## src/hdl/utgl_pkg.sv

```systemverilog
// Shared types, sizes and helpers for the UTF-8 text grid layout block.
// Used by utgl_front, utgl_queue, utgl_back and the top level; depends on nothing.

package utgl_pkg;

  // Grid capacity in cells.
  localparam int MAX_COLS = 64;
  localparam int MAX_ROWS = 32;

  // Index widths into the grid, and cursor widths that can also hold the limit itself.
  localparam int COL_W  = (MAX_COLS > 1) ? $clog2(MAX_COLS) : 1;
  localparam int ROW_W  = (MAX_ROWS > 1) ? $clog2(MAX_ROWS) : 1;
  localparam int CCOL_W = $clog2(MAX_COLS + 1);
  localparam int CROW_W = $clog2(MAX_ROWS + 1);
  localparam int ADDR_W = ROW_W + COL_W;

  // Width used for mixed-width comparisons against the limits.
  localparam int CMP_W = 10;

  // Field widths of the ports.
  localparam int CP_W       = 21;
  localparam int COLS_W     = 7;
  localparam int ROWS_W     = 6;
  localparam int CFG_W      = 7;
  localparam int BYTE_W     = 8;
  localparam int CELL_COL_W = 6;
  localparam int CELL_ROW_W = 5;

  // Request codes on the input channel.
  localparam logic [1:0] ACT_CLEAR = 2'd0;
  localparam logic [1:0] ACT_BYTE  = 2'd1;
  localparam logic [1:0] ACT_READ  = 2'd2;

  // Configuration register indexes.
  localparam logic CFG_COLUMNS = 1'b0;
  localparam logic CFG_ROWS    = 1'b1;

  // Reset values of the configuration registers.
  localparam logic [COLS_W-1:0] COLUMNS_RESET = 7'd32;
  localparam logic [ROWS_W-1:0] ROWS_RESET    = 6'd16;

  // Codepoints with a layout meaning.
  localparam logic [CP_W-1:0] SPACE_CP   = 21'h20;
  localparam logic [CP_W-1:0] NEWLINE_CP = 21'h0A;
  localparam logic [CP_W-1:0] TAB_CP     = 21'h09;
  localparam int              TAB_STEP   = 4;

  // Queue between the decoder and the layout engine.
  localparam int QDEPTH = 4;
  localparam int QPTR_W = 2;
  localparam int QCNT_W = 3;

  typedef enum logic [1:0] {
    OP_CLEAR,
    OP_CP,
    OP_ERR,
    OP_READ
  } op_kind_t;

  typedef struct packed {
    op_kind_t                kind;
    logic [CP_W-1:0]         cp;
    logic [CELL_COL_W-1:0]   col;
    logic [CELL_ROW_W-1:0]   row;
  } op_t;

  typedef struct packed {
    logic clearing;
  } back_status_t;

  // Column count in use, clamped to 1..MAX_COLS.
  function automatic logic [CCOL_W-1:0] used_cols(input logic [COLS_W-1:0] c);
    logic [CMP_W-1:0] w;
    w = CMP_W'(c);
    if (w == '0) begin
      return CCOL_W'(1);
    end else if (w > CMP_W'(MAX_COLS)) begin
      return CCOL_W'(MAX_COLS);
    end else begin
      return CCOL_W'(w);
    end
  endfunction

  // Row count in use, clamped to 1..MAX_ROWS.
  function automatic logic [CROW_W-1:0] used_rows(input logic [ROWS_W-1:0] r);
    logic [CMP_W-1:0] w;
    w = CMP_W'(r);
    if (w == '0) begin
      return CROW_W'(1);
    end else if (w > CMP_W'(MAX_ROWS)) begin
      return CROW_W'(MAX_ROWS);
    end else begin
      return CROW_W'(w);
    end
  endfunction

endpackage

```

## src/hdl/utgl_queue.sv

```systemverilog
// Short first-in first-out queue of operations between the decoder and the layout
// engine. Depends on utgl_pkg.

module utgl_queue (
  input  logic          clk,
  input  logic          rst_n,
  input  logic          push,
  input  utgl_pkg::op_t push_op,
  input  logic          pop,
  output utgl_pkg::op_t head,
  output logic          full,
  output logic          empty
);

  localparam int QDEPTH = utgl_pkg::QDEPTH;
  localparam int QPTR_W = utgl_pkg::QPTR_W;
  localparam int QCNT_W = utgl_pkg::QCNT_W;

  utgl_pkg::op_t     q_r [QDEPTH];
  logic [QPTR_W-1:0] wr_ptr_r;
  logic [QPTR_W-1:0] wr_ptr_nxt;
  logic [QPTR_W-1:0] rd_ptr_r;
  logic [QPTR_W-1:0] rd_ptr_nxt;
  logic [QCNT_W-1:0] count_r;
  logic [QCNT_W-1:0] count_nxt;

  assign full  = (count_r == QCNT_W'(QDEPTH));
  assign empty = (count_r == '0);
  assign head  = q_r[rd_ptr_r];

  always_comb begin
    wr_ptr_nxt = push ? wr_ptr_r + QPTR_W'(1) : wr_ptr_r;
    rd_ptr_nxt = pop ? rd_ptr_r + QPTR_W'(1) : rd_ptr_r;
    count_nxt  = count_r;
    if (push && !pop) begin
      count_nxt = count_r + QCNT_W'(1);
    end else if (pop && !push) begin
      count_nxt = count_r - QCNT_W'(1);
    end
  end

  always_ff @(posedge clk) begin
    if (push) begin
      q_r[wr_ptr_r] <= push_op;
    end
    if (!rst_n) begin
      wr_ptr_r <= '0;
      rd_ptr_r <= '0;
      count_r  <= '0;
    end else begin
      wr_ptr_r <= wr_ptr_nxt;
      rd_ptr_r <= rd_ptr_nxt;
      count_r  <= count_nxt;
    end
  end

  a_no_push_when_full: assert property (@(posedge clk) disable iff (!rst_n)
    push |-> !full)
    else $error("queue written while full");

  a_no_pop_when_empty: assert property (@(posedge clk) disable iff (!rst_n)
    pop |-> !empty)
    else $error("queue read while empty");

endmodule

```

## config.mk

```make
export PLATFORM = sky130hd
export DESIGN_NAME = utgl_queue
export DESIGN_NICKNAME = d
export VERILOG_FILES = /design/src/hdl/utgl_pkg.sv /design/src/hdl/utgl_queue.sv
export SDC_FILE = /design/constraint.sdc
export NUM_CORES = 1
export LEC_CHECK = 0
export BUFFER_PORTS_ARGS = -buffer_cell sky130_fd_sc_hd__buf_2
export CAP_MARGIN = 20
export CORE_ASPECT_RATIO = 0.9
export CORE_UTILIZATION = 40
export DETAILED_ROUTE_END_ITERATION = 12
export PLACE_DENSITY = 0.62
export RECOVER_POWER = 100
export SYNTH_ARGS = -nofsm -noshare
export SYNTH_HDL_FRONTEND = slang
export SYNTH_SLANG_ARGS = --single-unit
```

## constraint.sdc

```tcl
create_clock -name clk -period 5.3 [get_ports clk]
set_clock_uncertainty 0.1 [all_clocks]
set_input_delay 1.06 -clock clk [delete_from_list [all_inputs] [get_ports clk]]
set_output_delay 1.06 -clock clk [all_outputs]
set_load 0.02 [all_outputs]
```

Yosys cells after proc, flatten, opt, wreduce, memory -nomap -nowiden
Memory sizes are Yosys's and may differ from the RTL's. A register that Yosys moved wholly into a read port is not among the register bits.
Cells that the tools add are included.
{ "totals": {"word_cells": 21, "inputBits": 38, "reg_bits": 7, "memories": 1, "ramBits": 136} }
{ "op_classes": {"muxes": 6, "add_sub_neg": 4, "n_reduce_logical": 6, "eq_ne": 1} }
{ "memory_table": {"columns": ["memory", "depth", "width", "read_ports", "rd_clocked_by_memory_dff", "wr", "line_no", "text"], "rows": [
  ["q_r", 4, 34, 1, 1, 1, "utgl_queue.sv:19", "utgl_pkg::op_t q_r [QDEPTH];"]
]} }
{ "ops": {"columns": ["op", "n"], "rows": [
  ["3-bit two-way mux", 2],
  ["2-bit by 1-bit adder with 2-bit output (second input constant)", 2],
  ["2-bit two-way mux", 2],
  ["3-bit by 1-bit adder with 3-bit output (second input constant)", 1],
  ["3-bit equality test (second input constant)", 1],
  ["3-bit zero test", 1],
  ["3-bit by 1-bit subtractor with 3-bit output (second input constant)", 1],
  ["1-bit logical AND", 2],
  ["1-bit zero test", 2],
  ["1-bit two-way mux", 2],
  ["2-bit nonzero test", 1]
]} }

Longest topological paths before layout
{ "logic_depth": {"depth_word": 4, "depth_mapped": 7} }

Worst setup path after synthesis
OpenSTA, ideal clock, no wires.
{ "synth_path": {"path_type": "input port to flip-flop", "startpoint": "in pop", "endpoint": "reg count_r[2]", "arrival_ns": 2.261, "stages": 7, "required_ns": 5.124, "path_slack_ns": 2.863, "n_path_buf": 0, "cell_sequence": "inv_1 > ha_1 > inv_1 > fa_1 > xor2_1 > or3_1 > a21boi_0"} }
{ "synth_between": {"elab_chain_cells": 3, "elab_cells_between_ends": 5, "classes_between": "1 x mux; 4 x reduce/logical"} }
{ "synth_lines": {"columns": ["element", "line_no", "text"], "rows": [
  ["start: declaration", "utgl_queue.sv:9", "input logic pop,"],
  ["1-bit zero test", "utgl_queue.sv:35", "if (push && !pop) begin"],
  ["1-bit logical AND", "utgl_queue.sv:35", null],
  ["3-bit two-way mux / 2-bit nonzero test (equally long branches)", null, null],
  ["end signal: assignment", "utgl_queue.sv:53", "count_r <= count_nxt;"],
  ["end: declaration", "utgl_queue.sv:24", "logic [QCNT_W-1:0] count_r;"]
]} }
Several ways; a longest one is shown, not always the timed one.
A chain may end at the register's enable or synchronous reset.

==> results_dict.tcl <==
set metrics [dict create \
    status "complete, but fails checks" \
    violations "max-capacitance violations, max-slew violations" \
    drtPass1Iterations 4 \
    drt_iter0_markers 208 \
    synth_area_um2 5400 \
    hold_slack_ns 0.401 \
    final_common_cell "edfxtp_1" \
    grt_pass1_wl_um 13900 \
    gr-total-overflow 0 \
    worst_pin_slew_ns 2.64 \
    detailed_place_hpwl_um 5210 \
    layout.nets 350 \
    ioPinCount 74 \
    avgSynthCellArea_um2 24.4 \
    peakVddDrop_mv 0.245 \
    critPathCaptureType "output pin" \
    drv_slew 175 \
    dieArea_um2 14000 \
    final_cell_mix "edfxtp_1, clkbuf_1, mux4_2, clkbuf_16" \
    final-setup-viol-count 0 \
    via_count 2376 \
    fin_cells 483 \
    period_needed_ns 3.75 \
    hold_path.class "reg -> reg" \
    portBuffers 73 \
    syn_to_final_growth_pct 18.9 \
    drt_wl_total_um 8930 \
    critical_path.max_fanout 34 \
    drc 0 \
    setup_tns_ns 0 \
    cts.repair.resized 0 \
    required_ns 4.14 \
    ys_warn_count 0 \
    cts_buffers 17 \
    critPathKind "reg -> out" \
    worstPathArrival_ns 2.59 \
    powerDensity_nw_per_um2 440 \
    clock_path_buffers 2 \
    num_rows 39 \
    post-route-util_pct 49.6 \
    drt-wirelength-per-cell_um 18.5 \
    n_antenna_cell 0 \
    vias_per_cell 4.92 \
    die_h_um 112 \
    place_ws_ns 2.06 \
    postSynthCellCount 221 \
    fin_ws_ns 1.55 \
    antenna_found_initial 1 \
    grt_pass1_vias 2595 \
    maxCapViolations 5 \
    clk_pin_slew_ns 0.06 \
    drive_gt1_share_pct 20.4 \
    fmax_mhz 267 \
    tritoncts "yes" \
    start_kind "flop" \
    cts_root_buf "clkbuf_16" \
    synth_seq_cells 145 \
    yosysSeqAreaShare_pct 79.0 \
    clkLatencyLatePin_ns 0.40 \
    gp_congestion 0.632 \
    ant_nets 0 \
    postCtsSetupBuffers 0 \
    period_share_pct 70.7 \
    cellLeakagePower_uw 0.00203 \
    clock-sinks 145 \
    rsz0062_at_grt "no" \
    core_um2 12900 \
    yosysUniqueCellTypes 22 \
    relSlewSlack_pct -76.4 \
    fill_cells 1087 \
    htreeDepth 4 \
    final_hold_viol_count 0 \
    track_usage_pct 13.8 \
    die-width_um 124 \
    place_inst 451 \
    holdBufCountCts 0 \
    start_util_pct 41.8 \
    syn_nets 265 \
    grt_max_degree 35 \
]
[worst paths after layout]
kind              depth (start not counted)  slack (ns)   startpoint    endpoint
setup / recovery                          2        1.55         flop     head[2]
hold / removal                            2        0.40   count_r[2]  count_r[2]
setup reg to reg                          3        2.25  wr_ptr_r[0]  q_r[0][24]
hold reg to reg                           2        0.40   count_r[2]  count_r[2]
[logic make-up (layout without fill, tap and decap cells)]
logic type               count (synthesis)  after routing  synth area share [%]
flip-flops                             145            145                  79.0
multiplexers                            36             36                  14.8
AND/OR/NAND/NOR                         15             15                  1.69
buffers and inverters                   12            110                  1.95
adder cells (fa/ha/maj)                  6              6                  1.53
XOR/XNOR                                 5              5                 0.811
AO/OA/AOI/OAI                            2              2                 0.232
[critical path, cell delays in order (launching register included)]
cell	delay, ns
dfxtp_1	1.44
mux4_2	0.48
clkbuf_1	0.25
[metrics by stage]
step	area, µm²	total power, µW
4_1_cts	6520	2870
3_5_place_dp	5900	1640
3_3_place_gp	5900	1630
2_1_floorplan	5400	1550
6_report	6420	2830
5_1_grt	6420	2920
[power by group]
| group | total [µW] | switching (µW) | internal, µW |
|---|---|---|---|
| Sequential | 1350 | 32.1 | 1320 |
| Clock | 1230 | 445 | 785 |
| Combinational | 246 | 148 | 98.1 |
[cells in the mapped netlist]
cell type	number	area share (%)
nor3b_1	1	0.14
xor2_1	3	0.49
dfxtp_1	9	3.3
clkbuf_1	1	0.069
inv_1	4	0.28
nor2b_1	2	0.23
ha_1	5	1.2
mux2i_1	2	0.37
buf_6	1	0.21
edfxtp_1	136	76
a21boi_0	1	0.14
and2_1	9	1.0
xnor2_1	2	0.32
mux4_1	4	1.9
buf_2	3	0.28
fa_1	1	0.37
o21ai_0	1	0.093
nand2_1	1	0.069
buf_12	3	1.1
mux4_2	30	13
nor3_1	1	0.093
or3_1	1	0.12
[flip-flops by register name, indices dropped and copies added, names as in the netlist, named ones only]
signal / count
count_r: 3
wr_ptr_r: 2
q_r: 136
rd_ptr_r: 2
[area by class of cell]
| class | count | area, µm² | share of cell area [%] |
|---|---|---|---|
| multi-input cells | 64 | 1030 | 16.1 |
| well taps | 164 | 205 | 3.20 |
| clock buffers | 18 | 429 | 6.68 |
| inverters | 4 | 15.0 | 0.234 |
| flip-flops and latches | 145 | 4270 | 66.4 |
| clock inverters | 14 | 190 | 2.96 |
| repair buffers | 74 | 284 | 4.42 |
[per-layer routing]
layer	global-route usage (%)	part of all wire, %	routed length, µm
met5	0	0.17	15
met4	6.75	1.6	141
met3	4.43	5.3	471
met2	21.9	49	4370
met1	17.2	44	3940
No activity file was read; power rests on OpenSTA's default activity.
