`config.mk`:
```
export PLATFORM = sky130hd
export DESIGN_NAME = utgl_front
export DESIGN_NICKNAME = d
export VERILOG_FILES = /design/src/hdl/utgl_pkg.sv /design/src/hdl/utgl_front.sv
export SDC_FILE = /design/constraint.sdc
export NUM_CORES = 1
export LEC_CHECK = 0
export ABC_AREA = 1
export ABC_CLOCK_PERIOD_IN_PS = 2700
export BUFFER_PORTS_ARGS = -buffer_cell sky130_fd_sc_hd__buf_2
export CAP_MARGIN = 20
export CORE_MARGIN = 2
export CORE_UTILIZATION = 47
export DETAILED_ROUTE_END_ITERATION = 7
export GPL_TIMING_DRIVEN = 0
export PLACE_DENSITY_LB_ADDON = 0.15
export SETUP_SLACK_MARGIN = 0.05
export SLEW_MARGIN = 5
export SYNTH_ARGS = -nofsm -noshare
export SYNTH_HDL_FRONTEND = slang
export SYNTH_SLANG_ARGS = --single-unit
```
`constraint.sdc`:
```
create_clock -name clk -period 2.7 [get_ports clk]
set_clock_uncertainty 0.15 [all_clocks]
set_input_delay 0.27 -clock clk [delete_from_list [all_inputs] [get_ports clk]]
set_output_delay 0.27 -clock clk [all_outputs]
set_load 0.03 [all_outputs]
```
`src/hdl/utgl_pkg.sv`:
```
// Shared types, sizes and helpers for the UTF-8 text grid layout block.
// Used by utgl_front, utgl_queue, utgl_back and the top level; depends on nothing.

package utgl_pkg;

  // Grid capacity in cells.
  localparam int MAX_COLS = 64;
  localparam int MAX_ROWS = 32;

  // Index widths into the grid, and cursor widths that can also hold the limit itself.
  localparam int COL_W  = (MAX_COLS > 1) ? $clog2(MAX_COLS) : 1;
  localparam int ROW_W  = (MAX_ROWS > 1) ? $clog2(MAX_ROWS) : 1;
  localparam int CCOL_W = $clog2(MAX_COLS + 1);
  localparam int CROW_W = $clog2(MAX_ROWS + 1);
  localparam int ADDR_W = ROW_W + COL_W;

  // Width used for mixed-width comparisons against the limits.
  localparam int CMP_W = 10;

  // Field widths of the ports.
  localparam int CP_W       = 21;
  localparam int COLS_W     = 7;
  localparam int ROWS_W     = 6;
  localparam int CFG_W      = 7;
  localparam int BYTE_W     = 8;
  localparam int CELL_COL_W = 6;
  localparam int CELL_ROW_W = 5;

  // Request codes on the input channel.
  localparam logic [1:0] ACT_CLEAR = 2'd0;
  localparam logic [1:0] ACT_BYTE  = 2'd1;
  localparam logic [1:0] ACT_READ  = 2'd2;

  // Configuration register indexes.
  localparam logic CFG_COLUMNS = 1'b0;
  localparam logic CFG_ROWS    = 1'b1;

  // Reset values of the configuration registers.
  localparam logic [COLS_W-1:0] COLUMNS_RESET = 7'd32;
  localparam logic [ROWS_W-1:0] ROWS_RESET    = 6'd16;

  // Codepoints with a layout meaning.
  localparam logic [CP_W-1:0] SPACE_CP   = 21'h20;
  localparam logic [CP_W-1:0] NEWLINE_CP = 21'h0A;
  localparam logic [CP_W-1:0] TAB_CP     = 21'h09;
  localparam int              TAB_STEP   = 4;

  // Queue between the decoder and the layout engine.
  localparam int QDEPTH = 4;
  localparam int QPTR_W = 2;
  localparam int QCNT_W = 3;

  typedef enum logic [1:0] {
    OP_CLEAR,
    OP_CP,
    OP_ERR,
    OP_READ
  } op_kind_t;

  typedef struct packed {
    op_kind_t                kind;
    logic [CP_W-1:0]         cp;
    logic [CELL_COL_W-1:0]   col;
    logic [CELL_ROW_W-1:0]   row;
  } op_t;

  typedef struct packed {
    logic clearing;
  } back_status_t;

  // Column count in use, clamped to 1..MAX_COLS.
  function automatic logic [CCOL_W-1:0] used_cols(input logic [COLS_W-1:0] c);
    logic [CMP_W-1:0] w;
    w = CMP_W'(c);
    if (w == '0) begin
      return CCOL_W'(1);
    end else if (w > CMP_W'(MAX_COLS)) begin
      return CCOL_W'(MAX_COLS);
    end else begin
      return CCOL_W'(w);
    end
  endfunction

  // Row count in use, clamped to 1..MAX_ROWS.
  function automatic logic [CROW_W-1:0] used_rows(input logic [ROWS_W-1:0] r);
    logic [CMP_W-1:0] w;
    w = CMP_W'(r);
    if (w == '0) begin
      return CROW_W'(1);
    end else if (w > CMP_W'(MAX_ROWS)) begin
      return CROW_W'(MAX_ROWS);
    end else begin
      return CROW_W'(w);
    end
  endfunction

endpackage

```
`src/hdl/utgl_front.sv`:
```
// Front end of the text grid layout: takes requests and decodes UTF-8 bytes into
// codepoint, error, clear and read operations for the queue. Depends on utgl_pkg.

module utgl_front (
  input  logic                          clk,
  input  logic                          rst_n,
  input  logic                          in_valid,
  output logic                          in_stall,
  input  logic [1:0]                    in_action,
  input  logic [utgl_pkg::BYTE_W-1:0]   in_text_byte,
  input  logic [utgl_pkg::CELL_COL_W-1:0] in_cell_col,
  input  logic [utgl_pkg::CELL_ROW_W-1:0] in_cell_row,
  input  logic                          q_full,
  input  utgl_pkg::back_status_t        back_status,
  output logic                          push,
  output utgl_pkg::op_t                 push_op
);

  localparam int CP_W = utgl_pkg::CP_W;

  // Lead and tail byte patterns.
  localparam logic [7:0] ASCII_MASK = 8'h80;
  localparam logic [7:0] LEAD2_MASK = 8'hE0;
  localparam logic [7:0] LEAD2_VAL  = 8'hC0;
  localparam logic [7:0] LEAD2_BITS = 8'h1F;
  localparam logic [7:0] LEAD3_MASK = 8'hF0;
  localparam logic [7:0] LEAD3_VAL  = 8'hE0;
  localparam logic [7:0] LEAD3_BITS = 8'h0F;
  localparam logic [7:0] LEAD4_MASK = 8'hF8;
  localparam logic [7:0] LEAD4_VAL  = 8'hF0;
  localparam logic [7:0] LEAD4_BITS = 8'h07;
  localparam logic [7:0] TAIL_MASK  = 8'hC0;
  localparam logic [7:0] TAIL_VAL   = 8'h80;

  logic            accept;
  logic [CP_W-1:0] accum_r;
  logic [CP_W-1:0] accum_nxt;
  logic [CP_W-1:0] tail_acc;
  logic [1:0]      tails_r;
  logic [1:0]      tails_nxt;
  logic            err_seen_r;
  logic            err_seen_nxt;

  assign in_stall = q_full | back_status.clearing;
  assign accept   = in_valid & ~in_stall;
  assign tail_acc = {accum_r[CP_W-7:0], in_text_byte[5:0]};

  always_comb begin
    accum_nxt     = accum_r;
    tails_nxt     = tails_r;
    err_seen_nxt  = err_seen_r;
    push          = 1'b0;
    push_op.kind  = utgl_pkg::OP_CP;
    push_op.cp    = '0;
    push_op.col   = in_cell_col;
    push_op.row   = in_cell_row;
    if (accept) begin
      case (in_action)
        utgl_pkg::ACT_CLEAR: begin
          push         = 1'b1;
          push_op.kind = utgl_pkg::OP_CLEAR;
          accum_nxt    = '0;
          tails_nxt    = 2'd0;
          err_seen_nxt = 1'b0;
        end
        utgl_pkg::ACT_BYTE: begin
          if (!err_seen_r) begin
            if (tails_r == 2'd0) begin
              if ((in_text_byte & ASCII_MASK) == 8'h00) begin
                push       = 1'b1;
                push_op.cp = CP_W'(in_text_byte);
              end else if ((in_text_byte & LEAD2_MASK) == LEAD2_VAL) begin
                accum_nxt = CP_W'(in_text_byte & LEAD2_BITS);
                tails_nxt = 2'd1;
              end else if ((in_text_byte & LEAD3_MASK) == LEAD3_VAL) begin
                accum_nxt = CP_W'(in_text_byte & LEAD3_BITS);
                tails_nxt = 2'd2;
              end else if ((in_text_byte & LEAD4_MASK) == LEAD4_VAL) begin
                accum_nxt = CP_W'(in_text_byte & LEAD4_BITS);
                tails_nxt = 2'd3;
              end else begin
                err_seen_nxt = 1'b1;
                push         = 1'b1;
                push_op.kind = utgl_pkg::OP_ERR;
              end
            end else if ((in_text_byte & TAIL_MASK) != TAIL_VAL) begin
              err_seen_nxt = 1'b1;
              tails_nxt    = 2'd0;
              push         = 1'b1;
              push_op.kind = utgl_pkg::OP_ERR;
            end else begin
              accum_nxt = tail_acc;
              tails_nxt = tails_r - 2'd1;
              if (tails_r == 2'd1) begin
                push       = 1'b1;
                push_op.cp = tail_acc;
              end
            end
          end
        end
        utgl_pkg::ACT_READ: begin
          push         = 1'b1;
          push_op.kind = utgl_pkg::OP_READ;
        end
        default: begin
        end
      endcase
    end
  end

  always_ff @(posedge clk) begin
    accum_r <= accum_nxt;
    if (!rst_n) begin
      tails_r    <= 2'd0;
      err_seen_r <= 1'b0;
    end else begin
      tails_r    <= tails_nxt;
      err_seen_r <= err_seen_nxt;
    end
  end

endmodule

```
==> Word-level counts from Yosys, hierarchy flattened <==
Index checks and enable logic that the tools add are counted.
Widths: inputs -> output; s select.
{ "word_totals": {"reg_bits": 18, "output_inout_bits": 36, "wordCells": 70} }
{ "classes": {"add_sub_neg": 1, "eq_ne": 11, "muxes": 44, "bitwise_logic": 3, "n_reduce_logical": 8} }
{ "op_table": {"columns": ["operator", "count"], "rows": [
  ["$mux 15", 7],
  ["$mux 23", 3],
  ["$mux 21", 3],
  ["$pmux 15 s2", 1],
  ["$mux 2", 12],
  ["$mux 1", 13],
  ["$logic_not 8->1", 1],
  ["$mux 8", 1],
  ["$ne 3x3->1 const B", 2],
  ["$pmux 2 s3", 1],
  ["$reduce_and 6->1", 1],
  ["$eq 5x5->1 const B", 1],
  ["$ne 5x5->1 const B", 1],
  ["$reduce_and 5->1", 1],
  ["$eq 2x1->1 const B", 2],
  ["$eq 4x4->1 const B", 1],
  ["$logic_not 2->1", 2],
  ["$ne 2x2->1 const B", 2],
  ["$pmux 1 s2", 2],
  ["$pmux 2 s2", 1],
  ["$eq 3x3->1 const B", 1],
  ["$eq 2x2->1 const B", 1],
  ["$reduce_and 2->1", 1],
  ["$reduce_bool 2->1", 1],
  ["5 further kinds", 5]
]} }

==> Longest topological paths before layout <==
Gate-level depths: netlist of the first run.
{ "logic_depth": {"word_depth": 9, "mapped_depth": 11, "ltp_nobuf": 10} }

==> Worst setup path before layout of the first run <==
OpenSTA, ideal clock, no wires.
{ "synth_timing": {"kind": "reg-to-reg", "from": "reg tails_r[0]", "to": "reg accum_r[0], enable pin", "setup_ns": 0.396, "arrival_time_ns": 1.873, "slack_ns": 0.280, "stages_incl_launch_ff": 9, "n_path_buf": 1, "synth_period_minus_slack_ns": 2.420, "path_cell_list": "dfxtp_1 > inv_1 > ha_1 > buf_4 > nand2_1 > nand2_1 > nand2_4 > nand3_2 > a31oi_1"} }
{ "synth_between": {"elab_chain_len": 3, "word_cells_on_any_way": 5, "cone_classes": "eq/ne: 3; reduce/logical: 2"} }
{ "synth_lines": {"columns": ["item", "line_no", "rtl"], "rows": [
  ["start, declared", "utgl_front.sv:39", "logic [1:0] tails_r;"],
  ["start signal, assigned", "utgl_front.sv:117", "tails_r <= tails_nxt;"],
  ["$logic_not 2->1 (*)", "utgl_front.sv:68", "if (tails_r == 2'd0) begin"],
  ["$ne 5x5->1 (no source line) or $ne 3x3->1 (tied branches)", null, null],
  ["$reduce_and 6->1 (no source line) (*)", null, null],
  ["end signal, assigned", "utgl_front.sv:112", "accum_r <= accum_nxt;"],
  ["end, declared", "utgl_front.sv:36", "logic [CP_W-1:0] accum_r;"]
]} }
Every way passes the cells marked *; elsewhere a longest branch is shown, timed or not.
A chain may end at the register's enable or synchronous reset.

==> Worst setup path after layout of the first run <==
{ "layout_timing": {"from": "reg tails_r[0]", "to": "reg accum_r[4], enable pin"} }
The elaborated chain is that of the path after synthesis.

==> results of run 1 <==
==> worst max-delay path: cells and delay by family (launching register included) <==
family                   cells  cell delay (ps)
AND/OR/NAND/NOR              4              400
adder cells (fa/ha/maj)      1              190
buffers and inverters        2              260
flip-flops                   1              370
AO/OA/AOI/OAI                1              730
==> registers in the layout, indices dropped and copies added, names as in the netlist <==
name	flops
accum_r	15
tails_r	2
err_seen_r	1
==> path summary, 6_finish.rpt <==
kind | from | end | slack (ps) | cells past startpoint
setup / recovery | tails_r[0] | accum_r[4] | 230 | 8
hold / removal | rst_n | tails_r[0] | 80 | 3
setup reg to reg | tails_r[0] | accum_r[4] | 230 | 8
hold reg to reg | accum_r[1] | accum_r[7] | 430 | 2
==> layout make-up <==
type	instances	area share
Multi-Input combinational cell	99	0.370
Sequential cell	18	0.300
Timing Repair Buffer	50	0.147
Inverter	36	0.0839
Buffer	13	0.0596
Tap cell	31	0.0228
Clock buffer	3	0.0133
Clock inverter	1	0.00221
==> metal layers <==
metal	GRT usage	part of all wire
met1	0.214	0.42
met2	0.315	0.49
met3	0.0335	0.076
met4	0.0698	0.016
met5	0	0
==> per-stage QoR <==
step	total power [mW]	instance area [µm²]	std cells	setup TNS (ps)	hold slack, ps
floorplan	0.405	1380	166	0	240
global placement	0.440	1670	247	-1190	378
detailed placement	0.443	1670	247	0	398
CTS	0.576	1700	251	0	81.7
global route	0.600	1700	251	0	84.7
finish	0.579	1700	251	0	76.7
==> cell usage in the layout (no fill, tap or decap), drive strengths merged <==
cell	Yosys	final
clkinv	0	1
inv	36	36
a31oi	2	2
o21ai	3	3
edfxtp	15	15
a21oi	6	6
nand2	26	26
nor3b	7	7
clkbuf	0	3
o31ai	1	1
dfxtp	3	3
nand3	12	12
nor3	11	11
nor2	26	26
ha	2	2
nand4	2	2
a211oi	1	1
buf	13	63
==> kinds of logic after synthesis <==
| family | Yosys count | synth area share |
|---|---|---|
| AND/OR/NAND/NOR | 84 | 0.375 |
| buffers and inverters | 49 | 0.177 |
| flip-flops | 18 | 0.371 |
| AO/OA/AOI/OAI | 13 | 0.0590 |
| adder cells (fa/ha/maj) | 2 | 0.0182 |
==> where the power goes <==
part | switching (mW) | internal (mW) | total (mW)
clock network | 0.0877 | 0.0538 | 0.142
registers | 0.00149 | 0.303 | 0.305
logic | 0.0869 | 0.0455 | 0.132
==> flow_metrics.py, run 1 <==
metrics = {
    "routing": {
        "via_count": 1245,
        "post_drt_wl_per_cell_um": 11.7,
        "vias_per_cell": 4.96,
        "first_pass_iters": 4,
        "drtIter0Drc": 44,
        "totalWireLength_mm": 2.93,
        "ant_nets": 0,
        "drc": 0,
    },
    "power_and_ir_drop": {
        "pwr_density_cell_nw_per_um2": 340,
        "vdd_drop_max_v": 0.000255,
        "power_leakage_nw": 0.883,
    },
    "floorplan": {
        "placeableCoreArea_um2": 2780,
        "die_h_um": 58.1,
        "start_util": 0.495,
        "die_w_um": 58.1,
        "dieArea_um2": 3380,
        "placementRows": 19,
        "top_level_ports": 62,
    },
    "clock_tree": {
        "cts_tree": "yes",
        "cts_buffer_depth": 2,
        "root_buffer": "clkbuf_4",
        "cts_buffers": 3,
        "cts_resized": 0,
        "insertion_delay_ps": 300,
        "postCtsSetupRepairBufs": 0,
        "clock_sinks": 18,
        "cts-hold-fix-buffers": 0,
        "htree_levels": 1,
        "clkSlewWorstSetupHoldPaths_ps": 100,
    },
    "placed_design": {
        "gp_congestion": 0.849,
        "dp_slack_ps": 235,
        "hpwl_mm": 2.42,
        "numPortBuffers": 50,
    },
    "finish": {
        "final_core_util": 0.611,
        "diodes": 0,
        "drive_gt1_frac": 0.473,
        "layout.nets": 249,
        "area_growth_pct": 23.3,
        "seq_area_um2": 510,
        "multi_input_area_um2": 629,
        "n_fill_cell": 249,
    },
    "logic_synthesis": {
        "synth_ff_type": "edfxtp_1",
        "async_flop_share": 0,
        "synth_common_cells": "inv_1, nand2_1, edfxtp_1",
        "synth_cell_type_count": 27,
        "ys_ff_latch": 18,
        "yosysWarnings": 0,
        "syn_nets": 194,
        "synth_most_common_cell": "inv_1",
        "syn_area_um2": 1380,
        "yosysTopAreaCell": "edfxtp_1",
        "postSynthCellCount": 166,
        "synth_edf_count": 15,
        "synth_top_area_frac": 0.327,
        "syn_area_per_cell_um2": 8.30,
        "seq_area_frac_synth": 0.371,
        "synth_area_leaders": "edfxtp_1, inv_1, buf_4",
    },
    "timing": {
        "rsz0062_at_grt": "no",
        "worst_slack_ps": 226,
        "slew-limit-headroom": 0.400,
        "setup_viol": 0,
        "max_freq_mhz": 404,
        "slew_violations": 0,
        "hold_viol_final": 0,
        "tightest_slew_ps": 898,
        "finalCritPeriodShare": 0.916,
        "period_needed_ps": 2470,
    },
    "worst_setup_path": {
        "cp.required_ps": 2480,
        "cp.arrival_ps": 2260,
        "cp-start-kind": "flip-flop",
        "cpMostUsedCell": "nand2_1",
        "max_stage_delay_ps": 730,
        "critical_path_class": "reg2reg",
        "critPathCaptureType": "flip-flop",
        "worstPathCellList": "inv_1 > ha_1 > buf_4 > nand2_1 > nand2_1 > nand2_4 > nand3_2 > a31oi_2",
        "worstPathMaxFanout": 15,
        "cpMaxStageDelayCell": "a31oi_2",
    },
    "global_routing": {
        "grt_usage": 0.179,
        "grt_max_degree": 16,
        "grt_remaining_overflow": 0,
        "grt_pass1_vias": 1139,
        "antenna_found_initial": 0,
        "grt_pass1_wl_mm": 4.62,
    },
    "run": {
        "drv_cap": 0,
    },
    "min_path": {
        "hold_path_class": "in2reg",
    },
    "status": {
        "status": "completed",
    },
}
No activity file was read; power rests on OpenSTA's default activity.
==> run 2, diff against run 1 <==
- PLACE_DENSITY_LB_ADDON: 0.15 -> 0.12
- TNS_END_PERCENT: unset -> 20
==> run 2 against run 1 <==
  * Maximum frequency increased by 2.0%
  * Final cell count did not move
  * Sequential cell count did not move
  * Combinational power barely moved
  * Critical path type unchanged
  * Sequential share of layout area unchanged
  * Worst hold slack got worse by 12 ps
  * Register-to-register slack improved by 50 ps
  * Power is 0.41% higher
  * Non-clock buffer count is the same
  * Global-route usage up 1.5 points
==> flow_metrics.py, run 2 (same netlist as run 1, synthesis figures left out) <==
metrics = {
    "status": {
        "status": "completed",
    },
    "global_routing": {
        "grt_pass1_vias": 1246,
        "grt_pass1_wl_mm": 5.00,
        "antenna_found_initial": 0,
        "grt_usage": 0.194,
        "grt_max_degree": 16,
        "grt_remaining_overflow": 0,
    },
    "placed_design": {
        "hpwl_mm": 2.44,
        "place_inst": 247,
        "gp_congestion": 0.842,
        "numPortBuffers": 50,
    },
    "worst_setup_path": {
        "cp.required_ps": 2490,
        "r2r_cells": 8,
        "path_delay_family": "compound AO/OA/AOI/OAI gates",
        "r2r_end": "accum_r[9]",
        "r2r-start": "tails_r[0]",
        "r2r_slack_ps": 270,
        "critical_path_class": "reg2reg",
        "path_buf_inv": 3,
        "worstPathMaxFanout": 15,
        "cp-start-kind": "flip-flop",
        "cpMostUsedCell": "inv_1",
        "critPathCaptureType": "flip-flop",
        "cp.arrival_ps": 2210,
        "worstPathCellList": "inv_1 > ha_1 > buf_4 > nand3_1 > inv_1 > nand2_1 > nand3_2 > a31oi_2",
        "cpMaxStageDelayCell": "a31oi_2",
        "max_stage_delay_ps": 740,
    },
    "timing": {
        "max_freq_mhz": 412,
        "finalCritPeriodShare": 0.899,
        "tightest_slew_ps": 909,
        "slew_violations": 0,
        "rsz0062_at_grt": "no",
        "slew-limit-headroom": 0.392,
        "period_needed_ps": 2430,
        "setup_viol": 0,
        "hold_viol_final": 0,
    },
    "finish": {
        "layout_common_cells": "buf_2, inv_1, nand2_1",
        "area_growth_pct": 23.3,
        "final_core_util": 0.611,
        "drive_gt1_frac": 0.473,
        "largest-register": "accum_r",
        "final_common_cell": "buf_2",
        "diodes": 0,
        "finalNonFillerCells": 251,
        "layout.nets": 249,
        "n_fill_cell": 253,
        "largest_register_ffs": 15,
        "reg_top3": "accum_r x15, tails_r x2, err_seen_r x1",
    },
    "floorplan": {
        "die_w_um": 58.1,
        "top_level_ports": 62,
        "start_util": 0.495,
        "die_h_um": 58.1,
        "placementRows": 19,
        "dieArea_um2": 3380,
        "placeableCoreArea_um2": 2780,
    },
    "clock_tree": {
        "postCtsSetupRepairBufs": 0,
        "htree_levels": 1,
        "root_buffer": "clkbuf_4",
        "insertion_delay_ps": 300,
        "cts_tree": "yes",
        "clkSlewWorstSetupHoldPaths_ps": 100,
        "cts_buffer_depth": 2,
        "cts_buffers": 3,
        "cts-hold-fix-buffers": 0,
        "cts_resized": 0,
        "clock_sinks": 18,
    },
    "power_and_ir_drop": {
        "power_leakage_nw": 0.883,
        "pwr_density_cell_nw_per_um2": 342,
        "vdd_drop_max_v": 0.000288,
        "power_mw": 0.581,
    },
    "routing": {
        "drtIter0Drc": 18,
        "drc": 0,
        "met3_length_um": 240,
        "wl_met1_mm": 1.18,
        "wl_met2_mm": 1.46,
        "post_drt_wl_per_cell_um": 11.7,
        "ant_nets": 0,
        "highest_layer": "met4",
        "vias_per_cell": 4.95,
        "totalWireLength_mm": 2.94,
        "via_count": 1242,
        "first_pass_iters": 4,
    },
    "min_path": {
        "min_to": "tails_r[0]",
        "hold_path_class": "in2reg",
        "hp-start": "rst_n",
        "whs_path_depth": 3,
    },
    "run": {
        "drv_cap": 0,
    },
}
==> run 2: how the worst max path moves through the flow <==
stage	startpoint	to	slack [ps]	cells past startpoint
finish	tails_r[0]	accum_r[9]	270	8
global placement	tails_r[0]	accum_r[1]	-70	8
CTS	tails_r[0]	accum_r[12]	240	8
detailed placement	tails_r[0]	accum_r[1]	250	8
floorplan	tails_r[0]	accum_r[0]	280	8
global route	tails_r[0]	accum_r[10]	60	8
==> run 2: power by group <==
part	switching (mW)	total (mW)	internal (mW)	leakage, nW
combinational	0.0869	0.132	0.0455	0.703
clock	0.0864	0.144	0.0577	0.0150
sequential	0.00134	0.304	0.303	0.165
==> run 2: final cells by class <==
class	instances	area, µm²	area share
plain buffers	13	101	0.0596
well taps	31	38.8	0.0228
multi-input cells	99	629	0.370
clock buffers	4	26.3	0.0155
repair buffers	50	250	0.147
flip-flops and latches	18	510	0.300
inverters	36	143	0.0839
==> run 2: metrics by stage <==
step           setup slack, ps  area [µm²]  setup TNS (ps)  hold WS [ps]
2_1_floorplan              280        1380               0           240
3_3_place_gp             -73.6        1670           -1100           381
3_5_place_dp               253        1670               0           388
4_1_cts                    243        1700               0          64.9
5_1_grt                   61.1        1700               0          74.1
6_report                   274        1700               0          64.7
==> run 2: worst reg2reg max path: stages, from the launching register on <==
cell	delay, ps
dfxtp_1	350
inv_1	80
ha_1	200
buf_4	180
nand3_1	150
inv_1	50
nand2_1	70
nand3_2	100
a31oi_2	740
==> run 2: layer usage <==
metal,vias to the layer above,GRT usage
li1,632,-
met1,541,0.209
met5,-,0
met3,7,0.0446
met2,62,0.369
met4,0,0.0664
